$ cat config.mk
export PLATFORM = sky130hd
export DESIGN_NAME = http_bmp_deframer_descrambler
export DESIGN_NICKNAME = d
export VERILOG_FILES = /design/src/rtl/core/hbdd_pkg.sv /design/src/rtl/core/http_bmp_deframer_descrambler.sv /design/src/rtl/core/hbdd_parser.sv /design/src/rtl/core/hbdd_out_reg.sv
export VERILOG_INCLUDE_DIRS = /design/src /design/src/rtl/core
export SDC_FILE = /design/constraint.sdc
export NUM_CORES = 1
export LEC_CHECK = 0
export BUFFER_PORTS_ARGS = -buffer_cell sky130_fd_sc_hd__buf_2
export CORE_MARGIN = 3
export CORE_UTILIZATION = 54
export CTS_CLUSTER_SIZE = 8
export DETAILED_ROUTE_END_ITERATION = 10
export HOLD_SLACK_MARGIN = 0.05
export PLACE_DENSITY_LB_ADDON = 0.2
export SLEW_MARGIN = 20
export SYNTH_ARGS = -nofsm -noshare
export SYNTH_HDL_FRONTEND = slang
export SYNTH_SLANG_ARGS = --single-unit
$ cat constraint.sdc
create_clock -name clk -period 3.5 [get_ports clk]
set_clock_uncertainty 0.2 [all_clocks]
set_input_delay 0.525 -clock clk [delete_from_list [all_inputs] [get_ports clk]]
set_output_delay 0.525 -clock clk [all_outputs]
set_load 0.1 [all_outputs]
$ cat src/rtl/core/assert_macros.svh
// Assertion macros shared by the deframer modules.
`ifndef ASSERT_MACROS_SVH
`define ASSERT_MACROS_SVH

// Check an implication on every rising clock edge outside reset.
`define ASSERT_CLK(label, clk, rst, prop, msg) \
  label: assert property (@(posedge clk) disable iff (rst) prop) else $error(msg);

// Check a plain condition on every rising clock edge outside reset.
`define ASSERT_ALWAYS(label, clk, rst, cond, msg) \
  label: assert property (@(posedge clk) disable iff (rst) (cond)) else $error(msg);

`endif

$ cat src/rtl/core/hbdd_pkg.sv
// Types and constants of the HTTP/BMP deframer and descrambler.
`default_nettype none

package hbdd_pkg;

  localparam int unsigned IMAGE_HEADER_BYTES = 54;
  localparam int unsigned LEN_FIRST_BYTE     = 34;
  localparam int unsigned HDR_POS_W          = 6;

  localparam logic [31:0] KEY_RESET = 32'h70BC3F4A;
  localparam logic [7:0]  CHAR_CR   = 8'h0D;
  localparam logic [7:0]  CHAR_LF   = 8'h0A;

  localparam logic [7:0] DELIM_PAT [4] = '{CHAR_CR, CHAR_LF, CHAR_CR, CHAR_LF};

  localparam logic [HDR_POS_W-1:0] HDR_LAST  = HDR_POS_W'(IMAGE_HEADER_BYTES - 1);
  localparam logic [HDR_POS_W-1:0] LEN_FIRST = HDR_POS_W'(LEN_FIRST_BYTE);
  localparam logic [HDR_POS_W-1:0] LEN_END   = HDR_POS_W'(LEN_FIRST_BYTE + 4);

  typedef enum logic [1:0] {
    PH_HUNT    = 2'd0,
    PH_HEADER  = 2'd1,
    PH_PAYLOAD = 2'd2
  } phase_t;

  typedef struct packed {
    logic [7:0] payload_byte;
    logic       frame_end;
  } res_t;

endpackage

`default_nettype wire

$ cat src/rtl/core/http_bmp_deframer_descrambler.sv
// Top level of the HTTP/BMP deframer and descrambler.
`default_nettype none

// Takes one received byte per cycle, hunts for CR LF CR LF, skips the 54-byte
// image header while capturing the little-endian payload length from header
// bytes 34 to 37, then emits that many payload bytes, each inverted and XORed
// with the next byte of scramble_key (rotating index kept across frames); the
// last payload byte carries tlast. Delimiter and header bytes give no output.
// Every byte is processed in the cycle it is accepted and its result lands in
// a single output register, so the block sustains one byte per cycle; s_tready
// drops only while that output register holds a result that m_tready refuses.
// A key write takes effect from the next payload byte; cfg_ready is always high.
module http_bmp_deframer_descrambler (
  input  wire logic        clk,
  input  wire logic        rst,
  input  wire logic        s_tvalid,
  output logic             s_tready,
  input  wire logic [7:0]  s_tdata,    // [7:0] rx_byte
  output logic             m_tvalid,
  input  wire logic        m_tready,
  output logic [7:0]       m_tdata,    // [7:0] payload_byte
  output logic             m_tlast,
  input  wire logic        cfg_valid,
  output logic             cfg_ready,
  input  wire logic [31:0] cfg_data
);
  import hbdd_pkg::*;

  logic        in_ready;
  logic        in_fire;
  logic [31:0] scramble_key;
  logic        res_valid;
  res_t        res;

  assign s_tready  = in_ready;
  assign in_fire   = s_tvalid && in_ready;
  assign cfg_ready = 1'b1;

  always_ff @(posedge clk) begin
    if (rst) begin
      scramble_key <= KEY_RESET;
    end else if (cfg_valid) begin
      scramble_key <= cfg_data;
    end
  end

  hbdd_parser u_parser (
    .clk          (clk),
    .rst          (rst),
    .in_fire      (in_fire),
    .rx_byte      (s_tdata),
    .scramble_key (scramble_key),
    .res_valid    (res_valid),
    .res          (res)
  );

  hbdd_out_reg u_out_reg (
    .clk       (clk),
    .rst       (rst),
    .res_valid (res_valid),
    .res       (res),
    .in_ready  (in_ready),
    .m_tvalid  (m_tvalid),
    .m_tready  (m_tready),
    .m_tdata   (m_tdata),
    .m_tlast   (m_tlast)
  );

endmodule

`default_nettype wire

$ cat src/rtl/core/hbdd_parser.sv
// Delimiter hunt, header skip, length capture and payload descrambling.
`default_nettype none
`include "assert_macros.svh"

module hbdd_parser (
  input  wire logic          clk,
  input  wire logic          rst,
  input  wire logic          in_fire,
  input  wire logic [7:0]    rx_byte,
  input  wire logic [31:0]   scramble_key,
  output logic               res_valid,
  output hbdd_pkg::res_t     res
);
  import hbdd_pkg::*;

  phase_t                 phase, phase_next;
  logic [2:0]             matched, matched_next;
  logic [HDR_POS_W-1:0]   hdr_pos, hdr_pos_next;
  logic [31:0]            len_col, len_col_next;
  logic [31:0]            remaining, remaining_next;
  logic [1:0]             key_pos, key_pos_next;

  logic [2:0]             match_cnt;
  logic                   delim_done;
  logic                   hdr_last;
  logic                   in_len_field;
  logic [HDR_POS_W-1:0]   len_off;
  logic [31:0]            len_upd;
  logic                   pay_active;
  logic [31:0]            rem_dec;
  logic [7:0]             key_byte;
  phase_t                 hunt_phase;

  // Restart the partial match on a CR that breaks it.
  assign match_cnt = (rx_byte == DELIM_PAT[matched[1:0]]) ? matched + 3'd1 :
                     (rx_byte == CHAR_CR)                 ? 3'd1 : 3'd0;
  assign delim_done = (match_cnt == 3'd4);
  assign hunt_phase = delim_done ? PH_HEADER : PH_HUNT;

  assign hdr_last     = (hdr_pos == HDR_LAST);
  assign in_len_field = (hdr_pos >= LEN_FIRST) && (hdr_pos < LEN_END);
  assign len_off      = hdr_pos - LEN_FIRST;

  always_comb begin
    len_upd = len_col;
    if (in_len_field) begin
      case (len_off[1:0])
        2'd0:    len_upd[7:0]   = rx_byte;
        2'd1:    len_upd[15:8]  = rx_byte;
        2'd2:    len_upd[23:16] = rx_byte;
        default: len_upd[31:24] = rx_byte;
      endcase
    end
  end

  assign pay_active = (phase == PH_PAYLOAD) && (remaining != 32'd0);
  assign rem_dec    = remaining - 32'd1;
  assign key_byte   = scramble_key[{key_pos, 3'b000} +: 8];

  // Next phase.
  always_comb begin
    phase_next = phase;
    if (in_fire) begin
      unique case (phase)
        PH_HEADER: begin
          if (hdr_last) begin
            phase_next = (len_upd == 32'd0) ? PH_HUNT : PH_PAYLOAD;
          end
        end
        PH_PAYLOAD: begin
          if (pay_active) begin
            phase_next = (rem_dec == 32'd0) ? PH_HUNT : PH_PAYLOAD;
          end else begin
            phase_next = hunt_phase;
          end
        end
        default: phase_next = hunt_phase;
      endcase
    end
  end

  // Datapath and result.
  always_comb begin
    matched_next   = matched;
    hdr_pos_next   = hdr_pos;
    len_col_next   = len_col;
    remaining_next = remaining;
    key_pos_next   = key_pos;
    res_valid      = 1'b0;
    res.payload_byte = ~rx_byte ^ key_byte;
    res.frame_end    = (rem_dec == 32'd0);
    if (in_fire) begin
      if (phase == PH_HEADER) begin
        len_col_next = len_upd;
        hdr_pos_next = hdr_last ? '0 : hdr_pos + HDR_POS_W'(1);
        if (hdr_last && (len_upd != 32'd0)) begin
          remaining_next = len_upd;
        end
      end else if (pay_active) begin
        res_valid      = 1'b1;
        key_pos_next   = key_pos + 2'd1;
        remaining_next = rem_dec;
        if (rem_dec == 32'd0) begin
          matched_next = 3'd0;
        end
      end else begin
        matched_next = delim_done ? 3'd0 : match_cnt;
        if (delim_done) begin
          hdr_pos_next = '0;
          len_col_next = 32'd0;
        end
      end
    end
  end

  always_ff @(posedge clk) begin
    if (rst) begin
      phase     <= PH_HUNT;
      matched   <= 3'd0;
      hdr_pos   <= '0;
      len_col   <= 32'd0;
      remaining <= 32'd0;
      key_pos   <= 2'd0;
    end else begin
      phase     <= phase_next;
      matched   <= matched_next;
      hdr_pos   <= hdr_pos_next;
      len_col   <= len_col_next;
      remaining <= remaining_next;
      key_pos   <= key_pos_next;
    end
  end

  `ASSERT_ALWAYS(a_payload_nonempty, clk, rst, (phase != PH_PAYLOAD) || (remaining != 32'd0),
    "payload phase with nothing left to pass")
  `ASSERT_CLK(a_result_in_payload, clk, rst, res_valid |-> (phase == PH_PAYLOAD),
    "result outside payload phase")
  `ASSERT_CLK(a_last_ends_frame, clk, rst, (res_valid && res.frame_end) |=> (phase == PH_HUNT),
    "frame end did not return to hunting")
  `ASSERT_ALWAYS(a_hdr_pos_range, clk, rst, hdr_pos <= HDR_LAST,
    "header position past the image header")

endmodule

`default_nettype wire

$ cat src/rtl/core/hbdd_out_reg.sv
// Result register that decouples the output stream from the input stream.
`default_nettype none
`include "assert_macros.svh"

module hbdd_out_reg (
  input  wire logic           clk,
  input  wire logic           rst,
  input  wire logic           res_valid,
  input  wire hbdd_pkg::res_t res,
  output logic                in_ready,
  output logic                m_tvalid,
  input  wire logic           m_tready,
  output logic [7:0]          m_tdata,   // [7:0] payload_byte
  output logic                m_tlast
);
  import hbdd_pkg::*;

  logic hold_valid;
  res_t hold;

  // Take a new transaction whenever the held result leaves or none is held.
  assign in_ready = !hold_valid || m_tready;

  always_ff @(posedge clk) begin
    if (rst) begin
      hold_valid <= 1'b0;
    end else if (in_ready) begin
      hold_valid <= res_valid;
    end
  end

  always_ff @(posedge clk) begin
    if (in_ready) begin
      hold <= res;
    end
  end

  assign m_tvalid = hold_valid;
  assign m_tdata  = hold.payload_byte;
  assign m_tlast  = hold.frame_end;

  `ASSERT_CLK(a_stall_blocks_input, clk, rst, (hold_valid && !m_tready) |-> !in_ready,
    "input taken while result stalled")
  `ASSERT_CLK(a_result_lands, clk, rst, (res_valid && in_ready) |=> hold_valid,
    "result lost on its way to the output")

endmodule

`default_nettype wire

## Word-level counts from Yosys, hierarchy flattened

Index checks and enable logic that the tools add are counted.

- Flip-flop bits (word level): 119
- Bits of input ports: 45
- Output and inout port bits: 12
- Word-level logic and storage cells: 86

- Add/sub/neg operators: 5
- Order comparisons: 3
- Equal/unequal tests: 12
- Shift-type cells: 1
- Multiplexer cells: 32
- Bitwise logic cells: 4
- Reduce and logical (&&, ||, !) cells: 19

Operator list:

| operator | count |
|---|---|
| $mux 32 | 7 |
| $logic_not 32->1 | 2 |
| $reduce_bool 32->1 | 2 |
| $mux 8 | 6 |
| $shiftx 32x6->8 | 1 |
| $sub 32x1->32 const B | 1 |
| $mux 6 | 4 |
| $bmux 8 s2 | 1 |
| $mux 3 | 4 |
| $reduce_and 3->1 | 4 |
| $eq 8x4->1 const B | 1 |
| $eq 8x8->1 | 1 |
| $mux 2 | 4 |
| $not 8->8 | 1 |
| $xor 8x8->8 | 1 |
| $add 6x1->6 const B | 1 |
| $eq 6x6->1 const B | 1 |
| $ge 6x6->1 const B | 1 |
| $lt 6x6->1 const B | 1 |
| $mux 1 | 5 |
| $eq 2x1->1 const B | 2 |
| $eq 2x2->1 const B | 2 |
| $logic_and 1x1->1 | 4 |
| $ne 2x1->1 const B | 2 |
| 15 further kinds | 17 |

## Longest topological paths before layout

- Depth in word-level cells: 10
- Mapped depth: 11
- Mapped depth without buffers: 10

## Hierarchy

From an unflattened synthesis, not the netlist that was laid out.

- Cells, all modules: 802
- Area, all modules: 6875.3 um^2

Modules (own cells, without submodules):

| module | instances | cells an instance | area an instance (um^2) | seq. area each (um^2) |
|---|---|---|---|---|
| hbdd_parser | 1 | 682 | 5362.6 | 1541.5 |
| http_bmp_deframer_descrambler | 1 | 107 | 1196.1 | 640.6 |
| hbdd_out_reg | 1 | 13 | 316.6 | 290.3 |

## Worst setup path after synthesis

OpenSTA, ideal clock, no wires.

- Path kind: flip-flop to flip-flop
- Start: register u_out_reg.hold_valid (netlist: u_out_reg.m_tvalid)
- End: register u_parser.remaining[31]
- Setup time: 128 ps
- Data arrival time: 3504 ps
- Data required time: 3172 ps
- Path slack: -331 ps
- Cell stages (with the launch flop): 10
- Buffers on the path: 2
- Period minus slack after synthesis: 3831 ps
- Path through: dfxtp_1 -> nand2b_1 -> nand2_1 -> nor2_1 -> nand2_1 -> clkbuf_1 -> nand2_1 -> clkbuf_1 -> a32oi_1 -> nor2_1

- Word-level cells in the longest chain between the ends: 4

RTL lines:

| what | line | RTL |
|---|---|---|
| start: declaration | hbdd_out_reg.sv:18 | `logic hold_valid;` |
| start signal: assignment | hbdd_out_reg.sv:28 | `hold_valid <= res_valid;` |
| $logic_not 1->1 | hbdd_out_reg.sv:22 | `assign in_ready = !hold_valid \|\| m_tready;` |
| $logic_or 1x1->1 | hbdd_out_reg.sv:22 |  |
| via s_tready | http_bmp_deframer_descrambler.sv:17 | `output logic s_tready,` |
| $logic_and 1x1->1 | http_bmp_deframer_descrambler.sv:36 | `assign in_fire = s_tvalid && in_ready;` |
| $reduce_and 3->1 (no source line) | - |  |
| end signal: assignment | hbdd_parser.sv:129 | `remaining <= remaining_next;` |
| end: declaration | hbdd_parser.sv:20 | `logic [31:0] remaining, remaining_next;` |

The timed path passes the listed nets, and every way through them passes these cells.
A chain may end at the register's enable or synchronous reset.

## Worst setup path in the final report

- Start: register u_parser.remaining[0]
- End: register u_parser.matched[0]

- Word-level cells in the longest chain between the ends: 4
- Elaborated cells between the ends (all ways): 7
- Those cells by class: 1 x add/sub; 1 x eq/ne; 1 x mux; 4 x reduce/logical

RTL lines:

| what | line | RTL |
|---|---|---|
| $sub 32x1->32 / $reduce_bool 32->1 (equally long branches) | hbdd_parser.sv:57, hbdd_parser.sv:56 |  |
| $logic_not 32->1 / $logic_and 1x1->1 (equally long branches) | hbdd_parser.sv:103, hbdd_parser.sv:56 |  |
| $ne 2x1->1 (no source line) | - |  |
| $reduce_and 3->1 (no source line) | - |  |
| end signal: assignment | hbdd_parser.sv:126 | `matched <= matched_next;` |
| end: declaration | hbdd_parser.sv:17 | `logic [2:0] matched, matched_next;` |

Several ways; a longest one is shown, not always the timed one.

==> flow_summary.ini <==
[run_status]
outcome = complete, no violations

[synthesis]
dominantRegCellSynth = dfxtp_1
ys_ff_latch = 119
ys_warn_count = 0
yosysSeqAreaShare_pct = 35.6
syn_area_per_cell_um2 = 8.44
synth-edff-count = 9
async_flop_share_pct = 0
synthesis.instances = 823
synthesis.area_um2 = 6950
syn_nets = 881
synth.distinct_cells = 72

[clocking]
htree_num_levels = 4
clkLatencyLatePin_ns = 0.42
cts_tree = yes
path_clk_slew_ns = 0.06
numCtsBuffers = 17
cts.sinks = 119
clockBufferDepth = 2
root_buffer = clkbuf_16

[global_routing]
gr-usage-all-layers_pct = 28.6
grt_pass1_vias = 6318
grt_max_degree = 85
grt_pass1_wl_um = 32700
overflow = 0
antenna_found_initial = 0

[pwr]
p_sw_share_pct = 26.1
vdd_drop_max_mv = 0.385
power_density_nw_per_um2 = 415
finalPower_mw = 3.29
clkPwrFrac_pct = 49.3
cellLeakagePower_nw = 3.44
power_frac_comb_pct = 7.5
pwr-share-seq_pct = 43.2
internal_power_mw = 2.43
p_switching_mw = 0.859

[timing]
finalSetupViolations = 0
hold_violations = 0
rsz0062_at_grt = false
setup_slack_ns = 0.274
min_period_over_period_pct = 92.2
period_minus_slack_ns = 3.23
max_freq_mhz = 310
whs_ns = 0.106
relSlewSlack_pct = 36.7
drv_slew = 0
finalSetupTns_ns = 0
max_slew.worst_pin.slew_ns = 0.949

[route]
wl_met3_um = 1470
vias_per_cell = 6.31
post_drt_wl_per_cell_um = 19.4
wl_met2_um = 9600
wl_um = 20300
vias = 6585
drtIter0Drc = 725
routed.top_layer = met4
drtPass1Iterations = 7
drc = 0
wl_met1_um = 8590
antenna_left = 0

[floorplan]
pin_count = 57
initial_core_util_pct = 56.4
coreArea_um2 = 12300
dieArea_um2 = 14300
die_x_um = 119
num_rows = 40
die_h_um = 119

[worst_setup_path]
path_cells = inv_1, ha_1, buf_4, xnor2_1, nand4_1, a2111oi_2, o211ai_1, nor4_1, nand4_1, a2111oi_1, nor3_1
rrSetupSlack_ns = 0.27
crit_arrival_ns = 3.29
worst_path_largest_cell_delay_ns = 0.47
cp_common_cell = nand4_1
end_kind = register
required_ns = 3.56
crit_path_start_kind = register
path_max_fanout = 8
path_class = register to register
crit_slowest_cell = a2111oi_1

[placement]
placed_cell_area_um2 = 7370
gp_congestion = 0.962
io_buffers = 55
dpl_worst_slack_ns = 0.182
dp_hpwl_um = 13900

[cells_and_area]
n_fill_cell = 1056
drive_gt1_share_pct = 17.1
antenna_cells = 0
area_growth_syn_to_layout_pct = 14.2
final_area_um2 = 7930
nNetsFinal = 920

[hold_path]
min_path_type = input port to register

[job]
maxCapViolCount = 0
==> synth_stat cells, types with 17 or more instances <==
| library cell | instances | area share (%) |
|---|---|---|
| nor2b_1 | 21 | 1.9 |
| inv_1 | 17 | 0.92 |
| a21oi_1 | 52 | 3.7 |
| a211o_1 | 17 | 2.1 |
| nor3_1 | 23 | 1.7 |
| nor4_1 | 17 | 1.5 |
| nor2_1 | 109 | 5.9 |
| clkbuf_1 | 45 | 2.4 |
| nand3_1 | 28 | 2.0 |
| nand2_1 | 59 | 3.2 |
| o21ai_0 | 41 | 3.0 |
| mux2i_1 | 49 | 7.1 |
| dfxtp_1 | 110 | 32 |
| a22oi_1 | 33 | 3.6 |
==> cell usage in the layout, fill, tap and decap left out, drive strengths merged, types with 3 or more instances in the layout <==
cell     count
nor2b       21
nand4b       3
nand3       29
nor4        24
edfxtp       9
o31ai        4
nand4       13
o21ai       45
a32oi        4
inv         21
a21oi       53
nor2       109
a22oi       33
a2111oi      4
nand2       59
dfxtp      110
ha          13
buf         82
or3         12
nor3        23
mux2i       49
clkinv       7
and2         4
mux4         8
nand2b       4
clkbuf      19
xnor2       15
o211ai       9
mux2         8
and3         5
a211o       17
nor3b        3
xor2         9
or4          7
==> worst max-delay path, delay by kind of cell, from the launching register on <==
family	cells	cell delay, ns
xor gates and xnor gates	1	0.18
adders and majority gates	1	0.23
buffers and inverters	2	0.29
DFF	1	0.45
AOI/OAI and AO/OA	3	0.97
and+or+nand+nor	4	0.75
==> logic make-up (layout without fill, tap and decap cells) <==
logic type / Yosys count / after routing / share of synthesized area [%]
XOR/XNOR: 24 / 24 / 3.03
AO/OA/AOI/OAI: 190 / 190 / 18.0
flip-flops: 119 / 119 / 35.6
multiplexers: 65 / 65 / 11.0
other: 1 / 1 / 0.0540
buffers and inverters: 79 / 131 / 4.79
adder cells (fa/ha/maj): 13 / 13 / 2.34
AND/OR/NAND/NOR: 332 / 332 / 25.2
==> state kept, by name, indices dropped and copies added (netlist names) <==
| signal | count |
|---|---|
| u_parser.matched | 3 |
| u_out_reg.m_tlast | 1 |
| u_out_reg.m_tvalid | 1 |
| u_parser.key_pos | 2 |
| u_parser.hdr_pos | 6 |
| scramble_key | 32 |
| u_parser.len_col | 32 |
| u_parser.phase | 2 |
| u_out_reg.m_tdata | 8 |
| u_parser.remaining | 32 |
==> power by group through the flow <==
stage / clock network (mW) / logic (mW) / registers (mW)
6_report: 1.62 / 0.247 / 1.42
5_1_grt: 1.70 / 0.262 / 1.43
4_1_cts: 1.64 / 0.246 / 1.42
3_5_place_dp: 0 / 0.245 / 1.45
3_3_place_gp: 0 / 0.240 / 1.45
2_1_floorplan: 0 / 0.105 / 1.53
==> path summary, 6_finish.rpt <==
| kind | start | to | cells past startpoint |
|---|---|---|---|
| max | u_parser.remaining[0] | u_parser.matched[0] | 11 |
| min | cfg_data[1] | scramble_key[1] | 2 |
| max reg2reg | u_parser.remaining[0] | u_parser.matched[0] | 11 |
| min reg2reg | scramble_key[4] | scramble_key[4] | 2 |
==> area by class of cell <==
cell class	count	area (um2)	share of cell area (%)
clock buffer	19	454	5.72
clock inverter	13	96.3	1.21
multi-input combinational	625	4160	52.4
sequential	119	2470	31.2
inverter	17	63.8	0.804
timing repair buffer	82	480	6.06
tap	168	210	2.65
==> per-stage QoR <==
step / util (%) / instances
after floorplan: - / 823
after global routing: 64.4 / 1043
final: 64.4 / 1043
after detailed placement: 59.9 / 1011
after CTS: 64.3 / 1043
after global placement: 59.9 / 1011
==> timing repair <==
| item | CTS | global route |
|---|---|---|
| gates resized for setup | 0 | 3 |
| endpoints found under the setup margin | 0 | 1 |
| hold buffers | 0 | 0 |
| setup buffers | 0 | 0 |
==> metal layers <==
metal	up-vias	global-route usage (%)
li1	3092	-
met1	3127	36.4
met2	311	46.5
met3	55	6.84
met4	0	12.0
met5	-	0
Power figures use the tool's default switching activity.
